===== src/rtl/core/gci_pkg.sv =====
`timescale 1ns / 1ps
`default_nettype none

package gci_pkg;

   localparam int CoordW   = 16;
   localparam int DeltaW   = CoordW + 2;
   localparam int LineW    = CoordW + 1;
   localparam int ProdW    = 2 * DeltaW;
   localparam int SumW     = ProdW + 1;
   localparam int D2W      = 2 * DeltaW - 1;
   localparam int Len2W    = 2 * LineW;
   localparam int RadW     = CoordW - 1;
   localparam int R2W      = 2 * RadW;
   localparam int PosW     = 8;
   localparam int QsqW     = 2 * PosW;
   localparam int CmpW     = D2W + QsqW;
   localparam int NumCells = PosW;
   localparam int BitW     = $clog2(PosW);
   localparam int CsrAddrW = 5;
   localparam int CsrDataW = 32;

   localparam logic [PosW-1:0] PosMax = {PosW{1'b1}};

   typedef enum logic [2:0] {
      RegMode    = 3'd0,
      RegAnchorX = 3'd1,
      RegAnchorY = 3'd2,
      RegEndX    = 3'd3,
      RegEndY    = 3'd4,
      RegRadius  = 3'd5
   } gci_reg_type;

   typedef struct packed {
      logic                     mode;
      logic signed [CoordW-1:0] anchor_x;
      logic signed [CoordW-1:0] anchor_y;
      logic signed [LineW-1:0]  line_x;
      logic signed [LineW-1:0]  line_y;
      logic [Len2W-1:0]         len2;
      logic [R2W-1:0]           r2;
   } gci_cfg_type;

   typedef struct packed {
      logic              zero;
      logic              sat;
      logic [D2W-1:0]    d2;
      logic [Len2W-1:0]  rem;
      logic [PosW-1:0]   q;
      logic [QsqW-1:0]   qsq;
   } gci_lane_type;

endpackage

`default_nettype wire


===== src/rtl/core/gci_cell.sv =====
`timescale 1ns / 1ps
`default_nettype none

module gci_cell (
   input  wire logic                        clock,
   input  wire logic                        reset,
   input  wire logic [gci_pkg::BitW-1:0]    bit_sel,
   input  wire logic                        mode,
   input  wire logic [gci_pkg::Len2W-1:0]   len2,
   input  wire logic [gci_pkg::R2W-1:0]     r2,
   input  wire logic                        in_valid,
   input  wire gci_pkg::gci_lane_type       in_lane,
   output logic                             in_ready,
   output logic                             out_valid,
   output gci_pkg::gci_lane_type            out_lane,
   input  wire logic                        out_ready
);
   import gci_pkg::*;

   logic                  valid_ff;
   gci_lane_type          lane_ff, lane_in;
   logic [PosW-1:0]       bitv, q_try;
   logic [QsqW-1:0]       qsq_try;
   logic [QsqW+R2W-1:0]   prod;
   logic                  rad_ok, lin_ok, take;
   logic [Len2W:0]        rem2;

   assign in_ready = ~valid_ff | out_ready;

   assign bitv  = PosW'(1) << bit_sel;
   assign q_try = in_lane.q | bitv;
   // (q + b)^2 = q^2 + (2q + b) * b, b a power of two
   assign qsq_try = in_lane.qsq
                  + ((QsqW'({in_lane.q, 1'b0}) + QsqW'(bitv)) << bit_sel);
   assign prod   = (QsqW+R2W)'(qsq_try) * (QsqW+R2W)'(r2);
   assign rad_ok = CmpW'(prod) <= {in_lane.d2, QsqW'(0)};

   // one restoring division step
   assign rem2   = {in_lane.rem, 1'b0};
   assign lin_ok = rem2 >= (Len2W+1)'(len2);
   assign take   = mode ? rad_ok : lin_ok;

   always_comb begin
      lane_in     = in_lane;
      lane_in.q   = take ? q_try : in_lane.q;
      lane_in.qsq = (mode & rad_ok) ? qsq_try : in_lane.qsq;
      lane_in.rem = lin_ok ? Len2W'(rem2 - (Len2W+1)'(len2)) : Len2W'(rem2);
   end

   always_ff @(posedge clock) begin
      if (reset) begin
         valid_ff <= 1'b0;
      end else if (in_ready) begin
         valid_ff <= in_valid;
      end
      if (in_ready) lane_ff <= lane_in;
   end

   assign out_valid = valid_ff;
   assign out_lane  = lane_ff;

   a_rem_below_len: assert property (@(posedge clock) disable iff (reset)
      valid_ff && !mode && !lane_ff.sat && !lane_ff.zero |-> lane_ff.rem < len2)
      else $error("remainder not below squared length");

   a_qsq_tracks_q: assert property (@(posedge clock) disable iff (reset)
      valid_ff && mode |-> lane_ff.qsq == QsqW'(lane_ff.q * lane_ff.q))
      else $error("square of partial index out of step");

   a_low_bits_clear: assert property (@(posedge clock) disable iff (reset)
      valid_ff |-> (lane_ff.q & (bitv - PosW'(1))) == '0)
      else $error("index bit set ahead of its cell");

   a_hold_stalled: assert property (@(posedge clock) disable iff (reset)
      valid_ff && !out_ready |=> valid_ff && $stable(lane_ff))
      else $error("stalled cell lost its item");

endmodule

`default_nettype wire


===== config.mk =====
export PLATFORM = sky130hd
export DESIGN_NAME = gci_cell
export DESIGN_NICKNAME = d
export VERILOG_FILES = /design/src/rtl/core/gci_pkg.sv /design/src/rtl/core/gci_cell.sv
export SDC_FILE = /design/constraint.sdc
export NUM_CORES = 1
export LEC_CHECK = 0
export BUFFER_PORTS_ARGS = -buffer_cell sky130_fd_sc_hd__buf_2
export CAP_MARGIN = 5
export CELL_PAD_IN_SITES_DETAIL_PLACEMENT = 1
export CELL_PAD_IN_SITES_GLOBAL_PLACEMENT = 2
export CORE_MARGIN = 1.5
export CORE_UTILIZATION = 41
export DETAILED_ROUTE_END_ITERATION = 10
export GPL_ROUTABILITY_DRIVEN = 0
export PLACE_DENSITY_LB_ADDON = 0.12
export SYNTH_ARGS = -nofsm -noshare
export SYNTH_HDL_FRONTEND = slang
export SYNTH_SLANG_ARGS = --single-unit

===== constraint.sdc =====
create_clock -name clock -period 18.6 [get_ports clock]
set_input_delay 0 -clock clock [delete_from_list [all_inputs] [get_ports clock]]
set_output_delay 0 -clock clock [all_outputs]
set_load 0.05 [all_outputs]

==> run metrics <==
status completed; slowest stage cell, crit path a21o_1; Clock Skew between 0.01 and 0.015 ns; post-synthesis average cell area about 9 µm²; main combinational cell family by area after synthesis adder cells; 1st-iter DRT viols about 790; Num Clock Sinks 96; synthesized cell area ~23000 µm²; dpl cells between 3000 and 4000; full die area around 58000 µm²; Worst Path Arrival 13.91 ns; RSZ-0062 raised after global routing false; # IOs approximately 260; startpoint types primary input; wire per inst slightly above 20 µm; final WL ~75000 µm; most common cell after layout, fill and taps aside inv_1; Synth Area in Compound Gates 10.2%; TritonRoute pass-1 iters 5; number of global-route vias before repair ~21000; nets ~3600; total CTS buffers 9; Worst-Skew Late Latency roughly 0.38 ns; first-pass GRT wire length ~120000 µm; share of layout cells above drive strength 1 between 10% and 20%; f_max between 0.07 and 0.08 GHz; net count after synthesis 3317; crit-path most repeated cell fa_1; global route total overflow 0; Hold Fails Final Rpt 0; Site Rows 86; Synth Area in XOR/XNOR under 10%; Max clock buf depth 2; CTS H-tree depth 3; IO buf count ~260; ys flop type edfxtp_1; mux contribution to synthesized area 1.74%; Max-Slew Margin vs Limit between 20% and 30%; sequential share of the synthesized area between 10% and 20%; Horiz. Die Dim roughly 240 µm; CP required between 15 and 20 ns; adder-cell share of the synthesized area between 40% and 50%; setup bufs post-CTS 0; kind of cell adding the most delay to the critical path adder cells; critical path capture point type flop; Worst-path clk slew around 0.08 ns; clock period minus worst slack between 10 and 15 ns; Finish-stage setup viols 0; DRC errors left 0; Yosys warnings 0; critical path class in2reg; area delta synth->final 14.2%; Die H roughly 240 µm; Max-Cap Viols 0; Total GRT Usage about 27%; Buf/Inv on CP 8; non-filler cells, final 3588; largest net degree at the start of global routing 75; clk root buf clkbuf_16; post-route ant nets 0; Synth Instances between 2000 and 3000; vias approximately 19000; Crit path largest cell delay around 0.67 ns; Crit Path Max Fanout 31; Simple-Gate Fraction of Synth Area between 10% and 20%; core area between 50000 and 60000 µm²; Final Max Slew Viols 0; setup TNS 0 ns; initial antenna violation count 4; Fillers roughly 6600; Yosys cell types 84; Post-synth ARST share 0%; worst hold path type in2reg; initial core utilization 41.7%; TritonCTS clock tree built; worst setup margin 4.81 ns; worst slew pin tran approximately 1.1 ns; Yosys reg bits 96; EDFF count, synth 95; pre-CTS setup slack around 4.5 ns; vias per cell approximately 5.2; most frequent cells in the layout inv_1, fa_1, nand2_1; Final Cycle Share roughly 74%; hpwl dp 58700 µm
[synthesized netlist by cell type, types with 5 or more instances]
cell       count  area share (%)
a211oi_1      14            0.46
a21o_1        61             2.0
a21oi_1      113             2.5
a31oi_1        8            0.22
and2_1       273             7.4
and3_1        13            0.35
buf_2          8            0.17
buf_6          6            0.29
clkbuf_1      86             1.4
edfxtp_1      95              12
fa_1         393              34
ha_1         204              11
inv_1        519             8.4
mux2_1        15            0.73
mux2_2        14            0.68
mux2i_1        6            0.26
nand2_1      284             4.6
nand2b_1      14            0.38
nand3_1       19            0.41
nand4_1       17            0.46
nor2_1        73             1.2
nor2b_1       17            0.46
nor3_1        16            0.35
nor4_1         8            0.22
o2111ai_1      5            0.19
o211ai_1       8            0.26
o21a_1        17            0.55
o21ai_0       57             1.2
o21ai_1        5            0.11
o21bai_1      11            0.36
o31ai_1        5            0.16
xnor2_1       49             1.9
xor2_1        36             1.4
[worst paths after layout]
path                                   from      endpoint  slack (ns)  depth (start not counted)
worst min register to register    out_valid  out_lane[89]        0.81                          1
worst max-delay path             bit_sel[0]   out_lane[2]        4.81                         55
worst max register to register    out_valid  out_lane[18]       16.64                          2
worst min-delay path            in_lane[35]  out_lane[36]        0.01                          2
[layout make-up]
class	instances	area [µm²]	area share, %
Antenna cell	1	2.50	0.00950
Clock buffer	9	225	0.855
Clock inverter	7	86.3	0.328
Inverter	520	1950	7.41
Multi-Input combinational cell	1833	17900	67.9
Sequential cell	96	2870	10.9
Tap cell	748	936	3.55
Timing Repair Buffer	374	2380	9.03
[state kept, by name, summed over array words and instances, names as in the netlist]
name	count
out_lane	95
out_valid	1
[logic make-up after synthesis]
| logic type | count (synthesis) |
|---|---|
| adder cells (fa/ha/maj) | 597 |
| flip-flops | 96 |
| AND/OR/NAND/NOR | 760 |
| multiplexers | 36 |
| XOR/XNOR | 85 |
| buffers and inverters | 624 |
| AO/OA/AOI/OAI | 355 |
[per-layer routing]
| metal | vias to the layer above | track usage, % | routed length [µm] |
|---|---|---|---|
| li1 | 8579 | - | - |
| met1 | 9810 | 35.4 | 32500 |
| met2 | 312 | 48.9 | 38600 |
| met3 | 75 | 2.22 | 2160 |
| met4 | 0 | 4.97 | 1340 |
| met5 | - | 0 | 0 |
[worst register-to-register path: stages (launching register included)]
cell      delay, ns
dfxtp_1        0.34
nand2b_4       0.28
buf_4          0.83
[stage by stage]
stage / utilization (%) / hold slack [ns] / area (µm²)
2_1_floorplan: - / 0.0691 / 23100
3_3_place_gp: 45.4 / 0.157 / 25100
3_5_place_dp: 45.4 / 0.166 / 25100
4_1_cts: 47.6 / 0.0129 / 26300
5_1_grt: 47.6 / 0.0118 / 26300
6_report: 47.6 / 0.0141 / 26300
[timing repair]
item / 4_1_cts / 5_1_grt
resized for setup: 0 / 0
endpoints found under the hold margin: 91 / 0
hold buffers: 92 / 0
Power is left out: the tool's default activity adds up to more than one toggle a clock period on the data nets, which glitch-free logic cannot reach.
