<file path="config.mk">
export PLATFORM = sky130hd
export DESIGN_NAME = gci_csr
export DESIGN_NICKNAME = d
export VERILOG_FILES = /design/src/rtl/core/gci_pkg.sv /design/src/rtl/core/gci_csr.sv
export SDC_FILE = /design/constraint.sdc
export NUM_CORES = 2
export LEC_CHECK = 0
export BUFFER_PORTS_ARGS = -buffer_cell sky130_fd_sc_hd__buf_2
export CORE_MARGIN = 2
export CORE_UTILIZATION = 40
export DETAILED_ROUTE_END_ITERATION = 8
export PLACE_DENSITY = 0.69
export SLEW_MARGIN = 20
export SYNTH_ARGS = -nofsm -noshare
export SYNTH_HDL_FRONTEND = slang
export SYNTH_SLANG_ARGS = --single-unit
</file>
<file path="constraint.sdc">
create_clock -name clock -period 8.2 [get_ports clock]
set_clock_uncertainty 0.15 [all_clocks]
set_input_delay 1.64 -clock clock [delete_from_list [all_inputs] [get_ports clock]]
set_output_delay 1.64 -clock clock [all_outputs]
set_load 0.02 [all_outputs]
</file>
<file path="src/rtl/core/gci_pkg.sv">
`timescale 1ns / 1ps
`default_nettype none

package gci_pkg;

   localparam int CoordW   = 16;
   localparam int DeltaW   = CoordW + 2;
   localparam int LineW    = CoordW + 1;
   localparam int ProdW    = 2 * DeltaW;
   localparam int SumW     = ProdW + 1;
   localparam int D2W      = 2 * DeltaW - 1;
   localparam int Len2W    = 2 * LineW;
   localparam int RadW     = CoordW - 1;
   localparam int R2W      = 2 * RadW;
   localparam int PosW     = 8;
   localparam int QsqW     = 2 * PosW;
   localparam int CmpW     = D2W + QsqW;
   localparam int NumCells = PosW;
   localparam int BitW     = $clog2(PosW);
   localparam int CsrAddrW = 5;
   localparam int CsrDataW = 32;

   localparam logic [PosW-1:0] PosMax = {PosW{1'b1}};

   typedef enum logic [2:0] {
      RegMode    = 3'd0,
      RegAnchorX = 3'd1,
      RegAnchorY = 3'd2,
      RegEndX    = 3'd3,
      RegEndY    = 3'd4,
      RegRadius  = 3'd5
   } gci_reg_type;

   typedef struct packed {
      logic                     mode;
      logic signed [CoordW-1:0] anchor_x;
      logic signed [CoordW-1:0] anchor_y;
      logic signed [LineW-1:0]  line_x;
      logic signed [LineW-1:0]  line_y;
      logic [Len2W-1:0]         len2;
      logic [R2W-1:0]           r2;
   } gci_cfg_type;

   typedef struct packed {
      logic              zero;
      logic              sat;
      logic [D2W-1:0]    d2;
      logic [Len2W-1:0]  rem;
      logic [PosW-1:0]   q;
      logic [QsqW-1:0]   qsq;
   } gci_lane_type;

endpackage

`default_nettype wire

</file>
<file path="src/rtl/core/gci_csr.sv">
`timescale 1ns / 1ps
`default_nettype none

module gci_csr (
   input  wire logic                            clock,
   input  wire logic                            reset,
   input  wire logic                            csr_psel,
   input  wire logic                            csr_penable,
   input  wire logic                            csr_pwrite,
   input  wire logic [gci_pkg::CsrAddrW-1:0]    csr_paddr,
   input  wire logic [gci_pkg::CsrDataW-1:0]    csr_pwdata,
   output logic      [gci_pkg::CsrDataW-1:0]    csr_prdata,
   output logic                                 csr_pready,
   output gci_pkg::gci_cfg_type                 cfg
);
   import gci_pkg::*;

   logic                     mode_ff;
   logic signed [CoordW-1:0] anchor_x_ff, anchor_y_ff, end_x_ff, end_y_ff;
   logic [RadW-1:0]          radius_ff;
   logic signed [LineW-1:0]  line_x_ff, line_y_ff, line_x_in, line_y_in;
   logic [Len2W-1:0]         sq_x_ff, sq_y_ff, len2_ff;
   logic [R2W-1:0]           r2_ff;
   logic                     wr;
   gci_reg_type              idx;

   assign wr         = csr_psel & csr_penable & csr_pwrite & csr_pready;
   assign idx        = gci_reg_type'(csr_paddr[CsrAddrW-1:2]);
   assign csr_pready = 1'b1;

   assign line_x_in = LineW'(end_x_ff) - LineW'(anchor_x_ff);
   assign line_y_in = LineW'(end_y_ff) - LineW'(anchor_y_ff);

   always_ff @(posedge clock) begin
      if (reset) begin
         mode_ff     <= 1'b0;
         anchor_x_ff <= '0;
         anchor_y_ff <= '0;
         end_x_ff    <= '0;
         end_y_ff    <= '0;
         radius_ff   <= RadW'(1);
         line_x_ff   <= '0;
         line_y_ff   <= '0;
         sq_x_ff     <= '0;
         sq_y_ff     <= '0;
         len2_ff     <= '0;
         r2_ff       <= R2W'(1);
      end else begin
         if (wr) begin
            unique case (idx)
               RegMode:    mode_ff     <= csr_pwdata[0];
               RegAnchorX: anchor_x_ff <= csr_pwdata[CoordW-1:0];
               RegAnchorY: anchor_y_ff <= csr_pwdata[CoordW-1:0];
               RegEndX:    end_x_ff    <= csr_pwdata[CoordW-1:0];
               RegEndY:    end_y_ff    <= csr_pwdata[CoordW-1:0];
               RegRadius:  radius_ff   <= csr_pwdata[RadW-1:0];
               default: ;
            endcase
         end
         // derived terms are registered from the registers above
         line_x_ff <= line_x_in;
         line_y_ff <= line_y_in;
         sq_x_ff   <= $unsigned(Len2W'(line_x_in) * Len2W'(line_x_in));
         sq_y_ff   <= $unsigned(Len2W'(line_y_in) * Len2W'(line_y_in));
         len2_ff   <= sq_x_ff + sq_y_ff;
         r2_ff     <= radius_ff * radius_ff;
      end
   end

   always_comb begin
      unique case (idx)
         RegMode:    csr_prdata = CsrDataW'(mode_ff);
         RegAnchorX: csr_prdata = CsrDataW'(anchor_x_ff);
         RegAnchorY: csr_prdata = CsrDataW'(anchor_y_ff);
         RegEndX:    csr_prdata = CsrDataW'(end_x_ff);
         RegEndY:    csr_prdata = CsrDataW'(end_y_ff);
         RegRadius:  csr_prdata = CsrDataW'(radius_ff);
         default:    csr_prdata = '0;
      endcase
   end

   assign cfg.mode     = mode_ff;
   assign cfg.anchor_x = anchor_x_ff;
   assign cfg.anchor_y = anchor_y_ff;
   assign cfg.line_x   = line_x_ff;
   assign cfg.line_y   = line_y_ff;
   assign cfg.len2     = len2_ff;
   assign cfg.r2       = r2_ff;

endmodule

`default_nettype wire

</file>
==> impl_metrics.toml <==
[layout]
drive_gt1_share_pct = 16.3
nNetsFinal = 5432
final_area_um2 = 41900
final_common_cell = "inv_1"
layout_common_cells = "inv_1 (839), fa_1 (669), nor2_1 (382), nand2_1 (380), ha_1 (300)"
n_antenna_cell = 0
syn_to_final_growth_pct = 16.2

[sta]
post-route-period-util_pct = 100
tightest_slew_ps = 1120
report.final.slew_viol_count = 0
fmax_mhz = 122
setup_viol = 1
period_needed_ps = 8210
rsz0062_at_grt = "true"
finalHoldViolCount = 0
finalWorstSetupSlack_ps = -14.6
tns_ps = -14.6
max-slew-margin-rel_pct = 25.3

[placement]
detailed_place_hpwl_mm = 76.7
pre_cts_slack_ps = -227
gp_congestion = 0.943
placed_cell_area_um2 = 39900
io_buffers = 185

[clock_network]
cts_sinks = 241
holdBufCountCts = 0
cts_max_path_buffers = 3
cts_made_buffers = 30
cts_tree = "done"
clkTransAtPathRegs_ps = 60
root_buffer = "clkbuf_16"
clkLatencyLatePin_ps = 650
ctsHtreeMaxLevel = 1

[grt]
grt.overflow.total = 0
grt_max_degree = 137
grtUsageTotal_pct = 20.5
grt_pass1_wl_mm = 152
antenna_found_initial = 0
grt_pass1_vias = 29200

[critical_path]
path_max_fanout = 4
crit_path_top_delay_cell = "fa_1"
cp.required_ps = 8530
cp-end-kind = "flip-flop"
slowest_delay_ps = 550
arrival_ps = 8540
startpoint_type = "flip-flop"
r2r_cells = 29
crit_top_cell = "fa_1"
worstSetupPathType = "reg2reg"

[pwr]
irDropWorstVdd_uv = 160
p_leak_nw = 21.4
power_density_nw_per_um2 = 139

[synthesis]
synthArstFlopShare_pct = 0
ys_types = 81
yosys-mux-area-fraction_pct = 1.22
yosys_warnings = 0
synth_fp_nets = 5074
synth_xor_area_share_pct = 3.18
syn_inst = 4034
ys_ff_latch = 241
synth_compound_area_share_pct = 8.88
syn-cell-area_um2 = 36100
synth.avg_cell_area_um2 = 8.94
synth_ff_type = "dfxtp_1"
synth_top_family_by_area = "adder cells"
ys_seq_area_share_pct = 13.4
synth_edf_count = 0
synth_simple_gate_area_share_pct = 13.7
synthAdderAreaFrac_pct = 48.8

[floorplanning]
fp.dieW_um = 304
start_util_pct = 40.2
die_y_um = 304
num_rows = 110
dieArea_um2 = 92600
coreArea_um2 = 89700
ioPinCount = 206

[job]
cap_viol_max_count = 0

[routing]
vias = 28100
wl_per_cell_um = 16.7
vias_per_cell = 5.03
drtPass1Iterations = 6
drt_wl_total_mm = 93.3
drt_iter0_drc = 1888
route.detailed.drc = 0
ant_nets = 0

[min_path]
hold_path_depth = 2
hp-class = "reg2reg"

[status]
status = "complete, but fails checks"
violations = "negative setup slack"
through the flow:
step / hold slack [ps] / total power [mW] / instances / util [%]
final: 314 / 5.83 / 5589 / 46.7
after global routing: 345 / 6.32 / 5589 / 46.7
after CTS: 313 / 5.75 / 5567 / 45.8
after detailed placement: 304 / 4.28 / 5508 / 44.4
after global placement: 293 / 4.22 / 5508 / 44.4
after floorplan: 286 / 3.36 / 4034 / -
cell usage after synthesis (12+ instances only):
library cell / instances / area [um^2]
a211oi_1: 23 / 173
a21o_1: 55 / 413
a21oi_1: 153 / 766
a22oi_1: 15 / 113
a31oi_1: 13 / 81.3
and2_1: 64 / 400
buf_4: 21 / 158
clkbuf_1: 118 / 443
dfxtp_1: 241 / 4820
fa_1: 680 / 13600
ha_1: 318 / 3980
inv_1: 860 / 3230
mux2i_1: 34 / 340
nand2_1: 390 / 1460
nand2b_1: 42 / 263
nand3_1: 27 / 135
nor2_1: 397 / 1490
nor2b_1: 41 / 257
nor3_1: 56 / 280
nor3b_1: 14 / 105
o211ai_1: 12 / 90.1
o21a_1: 24 / 180
o21ai_0: 81 / 405
o21bai_1: 20 / 150
o22ai_1: 18 / 113
or2_2: 13 / 81.3
or3_1: 17 / 106
xnor2_1: 80 / 701
xor2_1: 49 / 429
state kept, by name (all words and copies together), names as in the netlist:
name,cells
len2_ff,34
sq_x_ff,32
sq_y_ff,32
r2_ff,29
line_x_ff,17
line_y_ff,17
anchor_x_ff,16
anchor_y_ff,16
end_x_ff,16
end_y_ff,16
radius_ff,15
mode_ff,1
logic make-up after synthesis:
group                    Yosys count
AO/OA/AOI/OAI                    493
XOR/XNOR                         130
flip-flops                       241
adder cells (fa/ha/maj)          998
multiplexers                      43
AND/OR/NAND/NOR                 1107
buffers and inverters           1020
other                              2
power breakdown:
group	internal, mW	total, mW	switching, mW
Combinational	1.33	3.07	1.74
Sequential	1.31	1.36	0.0506
Clock	0.830	1.41	0.576
Total	3.47	5.83	2.37
cell type report:
cell class / count / area (um^2)
Clock inverter: 13 / 166
Clock buffer: 40 / 860
Sequential cell: 241 / 4830
Inverter: 866 / 3260
Multi-Input combinational cell: 2773 / 28000
Fill cell: 8524 / 47800
Timing Repair Buffer: 480 / 3300
Tap cell: 1176 / 1470
worst max-delay path, delay by kind of cell (launching register included):
family          cells  cell delay [ps]
fa+ha+maj           9             3800
compound gates      8             1970
simple gates        6             1110
buf+inv             5              360
mux                 1              340
flops               1              330
per-layer routing:
| layer | global-route usage [%] | up-vias | routed length [um] |
|---|---|---|---|
| li1 | - | 13100 | - |
| met1 | 27.5 | 14000 | 39500 |
| met2 | 33.9 | 839 | 44100 |
| met3 | 3.69 | 151 | 6660 |
| met4 | 6.27 | 0 | 3000 |
| met5 | 0 | - | 0 |
repair_timing:
| item | in CTS | in global routing |
|---|---|---|
| pin swaps | 12 | 60 |
| resized for setup | 45 | 153 |
| setup buffers | 6 | 22 |
| endpoints found under the setup margin | 8 | 26 |
worst paths after layout:
check	startpoint	end	slack, ps
worst max-delay path	end_y_ff[0]$_SDFFE_PP0P_	sq_y_ff[33]$_SDFF_PP0_	-10
worst min-delay path	end_y_ff[0]$_SDFFE_PP0P_	end_y_ff[0]$_SDFFE_PP0P_	310
worst max register to register	end_y_ff[0]$_SDFFE_PP0P_	sq_y_ff[33]$_SDFF_PP0_	-10
worst min register to register	end_y_ff[0]$_SDFFE_PP0P_	end_y_ff[0]$_SDFFE_PP0P_	310
Power figures use the tool's default switching activity.
