<file path="config.mk">
export PLATFORM = sky130hd
export DESIGN_NAME = gci_front_flat
export DESIGN_NICKNAME = d
export VERILOG_FILES = /design/src/rtl/core/gci_pkg.sv /design/src/rtl/core/gci_req_if.sv /design/src/rtl/core/gci_front.sv /design/src/flat_wrapper.sv
export SDC_FILE = /design/constraint.sdc
export NUM_CORES = 2
export LEC_CHECK = 0
export BUFFER_PORTS_ARGS = -buffer_cell sky130_fd_sc_hd__buf_4
export CAP_MARGIN = 20
export CELL_PAD_IN_SITES_DETAIL_PLACEMENT = 2
export CELL_PAD_IN_SITES_GLOBAL_PLACEMENT = 2
export CORE_ASPECT_RATIO = 1.5
export CORE_MARGIN = 5
export CORE_UTILIZATION = 40
export DETAILED_ROUTE_END_ITERATION = 8
export GPL_ROUTABILITY_DRIVEN = 1
export GPL_TIMING_DRIVEN = 0
export PLACE_DENSITY = 0.83
export RECOVER_POWER = 25
export SYNTH_ARGS = -nofsm -noshare
export SYNTH_HDL_FRONTEND = slang
export SYNTH_SLANG_ARGS = --single-unit
</file>
<file path="constraint.sdc">
create_clock -name clock -period 11.8 [get_ports clock]
set_input_delay 1.18 -clock clock [delete_from_list [all_inputs] [get_ports clock]]
set_output_delay 1.18 -clock clock [all_outputs]
set_load 0.01 [all_outputs]
</file>
<file path="src/rtl/core/gci_pkg.sv">
`timescale 1ns / 1ps
`default_nettype none

package gci_pkg;

   localparam int CoordW   = 16;
   localparam int DeltaW   = CoordW + 2;
   localparam int LineW    = CoordW + 1;
   localparam int ProdW    = 2 * DeltaW;
   localparam int SumW     = ProdW + 1;
   localparam int D2W      = 2 * DeltaW - 1;
   localparam int Len2W    = 2 * LineW;
   localparam int RadW     = CoordW - 1;
   localparam int R2W      = 2 * RadW;
   localparam int PosW     = 8;
   localparam int QsqW     = 2 * PosW;
   localparam int CmpW     = D2W + QsqW;
   localparam int NumCells = PosW;
   localparam int BitW     = $clog2(PosW);
   localparam int CsrAddrW = 5;
   localparam int CsrDataW = 32;

   localparam logic [PosW-1:0] PosMax = {PosW{1'b1}};

   typedef enum logic [2:0] {
      RegMode    = 3'd0,
      RegAnchorX = 3'd1,
      RegAnchorY = 3'd2,
      RegEndX    = 3'd3,
      RegEndY    = 3'd4,
      RegRadius  = 3'd5
   } gci_reg_type;

   typedef struct packed {
      logic                     mode;
      logic signed [CoordW-1:0] anchor_x;
      logic signed [CoordW-1:0] anchor_y;
      logic signed [LineW-1:0]  line_x;
      logic signed [LineW-1:0]  line_y;
      logic [Len2W-1:0]         len2;
      logic [R2W-1:0]           r2;
   } gci_cfg_type;

   typedef struct packed {
      logic              zero;
      logic              sat;
      logic [D2W-1:0]    d2;
      logic [Len2W-1:0]  rem;
      logic [PosW-1:0]   q;
      logic [QsqW-1:0]   qsq;
   } gci_lane_type;

endpackage

`default_nettype wire

</file>
<file path="src/rtl/core/gci_req_if.sv">
`timescale 1ns / 1ps
`default_nettype none

interface gci_req_if;
   import gci_pkg::*;

   logic                     valid;
   logic                     ready;
   logic signed [CoordW-1:0] pixel_x;
   logic signed [CoordW-1:0] pixel_y;
   logic signed [CoordW-1:0] origin_x;
   logic signed [CoordW-1:0] origin_y;

   modport source (output valid, output pixel_x, output pixel_y, output origin_x,
                   output origin_y, input ready);
   modport sink   (input valid, input pixel_x, input pixel_y, input origin_x,
                   input origin_y, output ready);
endinterface

`default_nettype wire

</file>
<file path="src/rtl/core/gci_front.sv">
`timescale 1ns / 1ps
`default_nettype none

module gci_front (
   input  wire logic                  clock,
   input  wire logic                  reset,
   input  wire gci_pkg::gci_cfg_type  cfg,
   gci_req_if.sink                    req,
   output logic                       out_valid,
   output gci_pkg::gci_lane_type      out_lane,
   input  wire logic                  out_ready
);
   import gci_pkg::*;

   logic                     v0_ff, v1_ff, v2_ff;
   logic                     rdy0, rdy1, rdy2;
   logic signed [DeltaW-1:0] dx_ff, dy_ff, dx_in, dy_in, bx, by;
   logic signed [ProdW-1:0]  px_ff, py_ff;
   logic signed [SumW-1:0]   sum;
   logic [SumW-1:0]          mag;
   gci_lane_type             lane_ff, lane_in;

   assign rdy2      = ~v2_ff | out_ready;
   assign rdy1      = ~v1_ff | rdy2;
   assign rdy0      = ~v0_ff | rdy1;
   assign req.ready = ~reset & rdy0;

   assign dx_in = DeltaW'($signed(req.pixel_x)) - DeltaW'($signed(req.origin_x))
                - DeltaW'($signed(cfg.anchor_x));
   assign dy_in = DeltaW'($signed(req.pixel_y)) - DeltaW'($signed(req.origin_y))
                - DeltaW'($signed(cfg.anchor_y));

   // radial squares the offset, linear projects it on the line
   assign bx = cfg.mode ? dx_ff : DeltaW'($signed(cfg.line_x));
   assign by = cfg.mode ? dy_ff : DeltaW'($signed(cfg.line_y));

   assign sum = SumW'(px_ff) + SumW'(py_ff);
   assign mag = sum[SumW-1] ? $unsigned(-sum) : $unsigned(sum);

   always_comb begin
      lane_in      = '0;
      lane_in.zero = (cfg.len2 == '0);
      lane_in.sat  = (mag >= SumW'(cfg.len2));
      lane_in.d2   = mag[D2W-1:0];
      lane_in.rem  = mag[Len2W-1:0];
   end

   always_ff @(posedge clock) begin
      if (reset) begin
         v0_ff <= 1'b0;
         v1_ff <= 1'b0;
         v2_ff <= 1'b0;
      end else begin
         if (rdy0) v0_ff <= req.valid;
         if (rdy1) v1_ff <= v0_ff;
         if (rdy2) v2_ff <= v1_ff;
      end
      if (rdy0) begin
         dx_ff <= dx_in;
         dy_ff <= dy_in;
      end
      if (rdy1) begin
         px_ff <= dx_ff * bx;
         py_ff <= dy_ff * by;
      end
      if (rdy2) lane_ff <= lane_in;
   end

   assign out_valid = v2_ff;
   assign out_lane  = lane_ff;

endmodule

`default_nettype wire

</file>
<file path="src/flat_wrapper.sv">
// flat-port wrapper written by rule: the top's interface ports become plain ports
module gci_front_flat import gci_pkg::*;
  (clock, reset, cfg, out_valid, out_lane, out_ready, req_valid, req_pixel_x, req_pixel_y, req_origin_x, req_origin_y, req_ready);
  gci_req_if req_i ();
  input  wire logic clock;
  input  wire logic reset;
  input  wire gci_pkg::gci_cfg_type cfg;
  output logic out_valid;
  output gci_pkg::gci_lane_type out_lane;
  input  wire logic out_ready;
  input wire logic [$bits(req_i.valid)-1:0] req_valid;
  input wire logic [$bits(req_i.pixel_x)-1:0] req_pixel_x;
  input wire logic [$bits(req_i.pixel_y)-1:0] req_pixel_y;
  input wire logic [$bits(req_i.origin_x)-1:0] req_origin_x;
  input wire logic [$bits(req_i.origin_y)-1:0] req_origin_y;
  output wire logic [$bits(req_i.ready)-1:0] req_ready;
  assign req_i.valid = req_valid;
  assign req_i.pixel_x = req_pixel_x;
  assign req_i.pixel_y = req_pixel_y;
  assign req_i.origin_x = req_origin_x;
  assign req_i.origin_y = req_origin_y;
  assign req_ready = req_i.ready;
  gci_front u_core (.clock(clock), .reset(reset), .cfg(cfg), .req(req_i), .out_valid(out_valid), .out_lane(out_lane), .out_ready(out_ready));
endmodule
</file>
==> impl_results.md <==
- Run status: finished, violations left
- Failing checks: max-capacitance violations, max-slew violations
- CTS-repair resized insts: 0
- Via density: 5.49
- Post-synth EDFFs: 145
- Crit. End Element: flip-flop
- Synth-to-Final Area Change: 11.2%
- HPWL Detailed: 116,000 microns
- Die width: 254 microns
- Die H: 376 microns
- DR WL met3: 6630 microns
- Crit path from: cfg[130]
- Final Skew: 0.0246 ns
- Pre-antenna DRT Iters: 7
- Initial antenna violation count: 3
- Initial DRC count: 1,518
- DR WL met2: 74,400 microns
- Slowest cell on crit path: clkbuf_2
- Core area: 88,900 sq um
- Routed wire length: 138,000 microns
- CP arrival: 10.54 ns
- Worst reg2reg path endpoint: u_core.py_ff[35]
- Unique masters post-synth: 86
- Post-Syn Area: 35,800 sq um
- Share of layout cells above drive strength 1: 10.2%
- Cell count after synthesis: 3,818
- Max stage delay on crit path: 0.75 ns
- Skew-Pair Late Insertion Delay: 0.54 ns
- Syn. warnings: 0
- Crit Path Class: in -> reg
- Finished Layout Cells: 5,279
- Endpoints failing hold: 0
- Die area: 95,700 sq um
- # clock sinks: 148
- Worst Max-Slew Pin Slew: 4.02 ns
- M1 WL: 45,100 microns
- Number of routed nets with antenna violations: 0
- Clock Tree Root: clkbuf_16
- Worst min-delay path class: reg -> reg
- Clock H-tree levels: 4
- Drc violations: 0
- Most frequent cell after synthesis: inv_1
- Sequential element share of the synthesized area: 12.3%
- Synth Register Bits: 148
- Hold buffer count at CTS: 0
- RePlAce Congestion: 0.919
- Synth Area per Inst: 9.38 sq um
- Max Slew Vio Count: 69
- Synth cell count leaders: 863 x inv_1, 691 x fa_1, 340 x nand2_1
- Most Frequent Cell on Critical Path: inv_1
- Port bufs: 240
- Via count: 29,000
- Reg-to-reg startpoint: u_core.dy_ff[6]
- Ys flop type: edfxtp_1
- WL/cell: 26.2 microns
- Setup slack, reg-to-reg: 2.67 ns
- Hold Startpoint: u_core.v0_ff
- Fmax achieved: 0.0983 GHz
- Largest net degree at the start of global routing: 69
- Period minus WS final: 10.18 ns
- Rel. slew slack: -168%
- GRT Residual Overflow: 0
- CTS clk-pin slew, worst paths: 0.09 ns
- I/O pins: 296
- Max-cap violations: 1
- NumNets Final: 5,289
- Total CTS buffers: 17
- Worst endpoint required time: 12.16 ns
- Worst Path Max Fanout: 10
- First-pass GRT wire length: 207,000 microns
- Hold endpoint: u_core.v1_ff
- Async SR Flop Fraction: 0%
- CP startpoint kind: primary input
- Vias in the first global route: 35,200
- Post-CTS Repair Setup Buffers: 0
- Top Metal Used: met4
- Starting density of the core: 40.3%
- R2R depth: 27
- Clock buffer depth: 2
- Synth area leader: fa_1
- Ranking of synthesized cells by area: fa_1 39%, edfxtp_1 12%, ha_1 10%, inv_1 9.0%, and2_1 3.9%
- Total placed cells including tap cells: 5,243
- Hold Crit Depth: 2
- Final setup fails: 0
- RSZ-0062 raised after global routing: no
- Row count: 134
- Total track usage: 28.9%
- TritonCTS clock tree: built
- Fin crit share: 86.2%
- Post-synth top area share: 38.6%
[per-layer routing]
layer	up-vias	track usage (%)
li1	12300	-
met4	0	20.8
met5	-	0
met3	487	3.51
met2	1093	54.3
met1	15100	28.9
[logic make-up (layout without fill, tap and decap cells)]
logic type	count (synthesis)	in the layout	share of synthesized area [%]
and+or+nand+nor	1020	1020	14.5
muxes	35	35	1.08
adders and majority gates	982	982	48.8
xor gates and xnor gates	151	151	3.71
DFF	148	148	12.3
buffers and inverters	1052	1332	11.7
AOI/OAI and AO/OA	429	429	7.86
other	1	26	0.0105
[layout by cell type (no fill, tap or decap), types with 115 or more instances in the layout]
cell type  synthesis  layout
inv_1            863     862
fa_1             691     691
nand2_1          340     340
buf_4             58     293
ha_1             291     291
and2_1           222     222
edfxtp_1         145     145
nor2_1           142     142
clkbuf_1         118     117
a21oi_1          115     115
[area by class of cell]
| cell class | count | area, sq um |
|---|---|---|
| Inverter | 863 | 3240 |
| Multi-Input combinational cell | 2641 | 27300 |
| Sequential cell | 148 | 4410 |
| Antenna cell | 2 | 5.00 |
| Clock buffer | 17 | 425 |
| Tap cell | 1156 | 1450 |
| Clock inverter | 15 | 161 |
| Timing Repair Buffer | 248 | 1890 |
| Fill cell | 9653 | 49000 |
| Buffer | 189 | 965 |
[state kept, by name, summed over array words and instances, names as in the netlist]
| signal | cells |
|---|---|
| u_core.out_lane | 37 |
| u_core.out_valid | 1 |
| u_core.v0_ff | 1 |
| u_core.px_ff | 36 |
| u_core.dy_ff | 18 |
| u_core.dx_ff | 18 |
| u_core.py_ff | 36 |
| u_core.v1_ff | 1 |
[critical path, delay by kind of cell]
family / cells / cell delay, ns
simple gates: 3 / 0.89
fa+ha+maj: 7 / 2.87
compound gates: 9 / 2.49
buf+inv: 10 / 3.03
[metrics by stage]
stage	area (sq um)	setup slack [ns]	util, %	TNS [ns]	hold WS, ns
global placement	39100	-0.871	44.0	-7.76	0.475
CTS	39800	1.72	44.8	0	0.577
global route	39800	1.37	44.8	0	0.587
detailed placement	39300	1.29	44.2	0	0.555
finish	39800	1.62	44.8	0	0.555
floorplan	35900	3.43	-	0	0.460
[how the worst max path moves through the flow]
stage	endpoint	slack, ns	depth (start not counted)
4_1_cts	u_core.py_ff[35]	1.72	29
6_report	u_core.py_ff[35]	1.62	29
5_1_grt	u_core.py_ff[35]	1.37	29
3_3_place_gp	u_core.py_ff[35]	-0.87	28
2_1_floorplan	u_core.py_ff[35]	3.43	26
3_5_place_dp	u_core.py_ff[35]	1.29	29
Power is not shown: default switching activity piles up to over one toggle a cycle in this logic, so the estimate is an artifact.
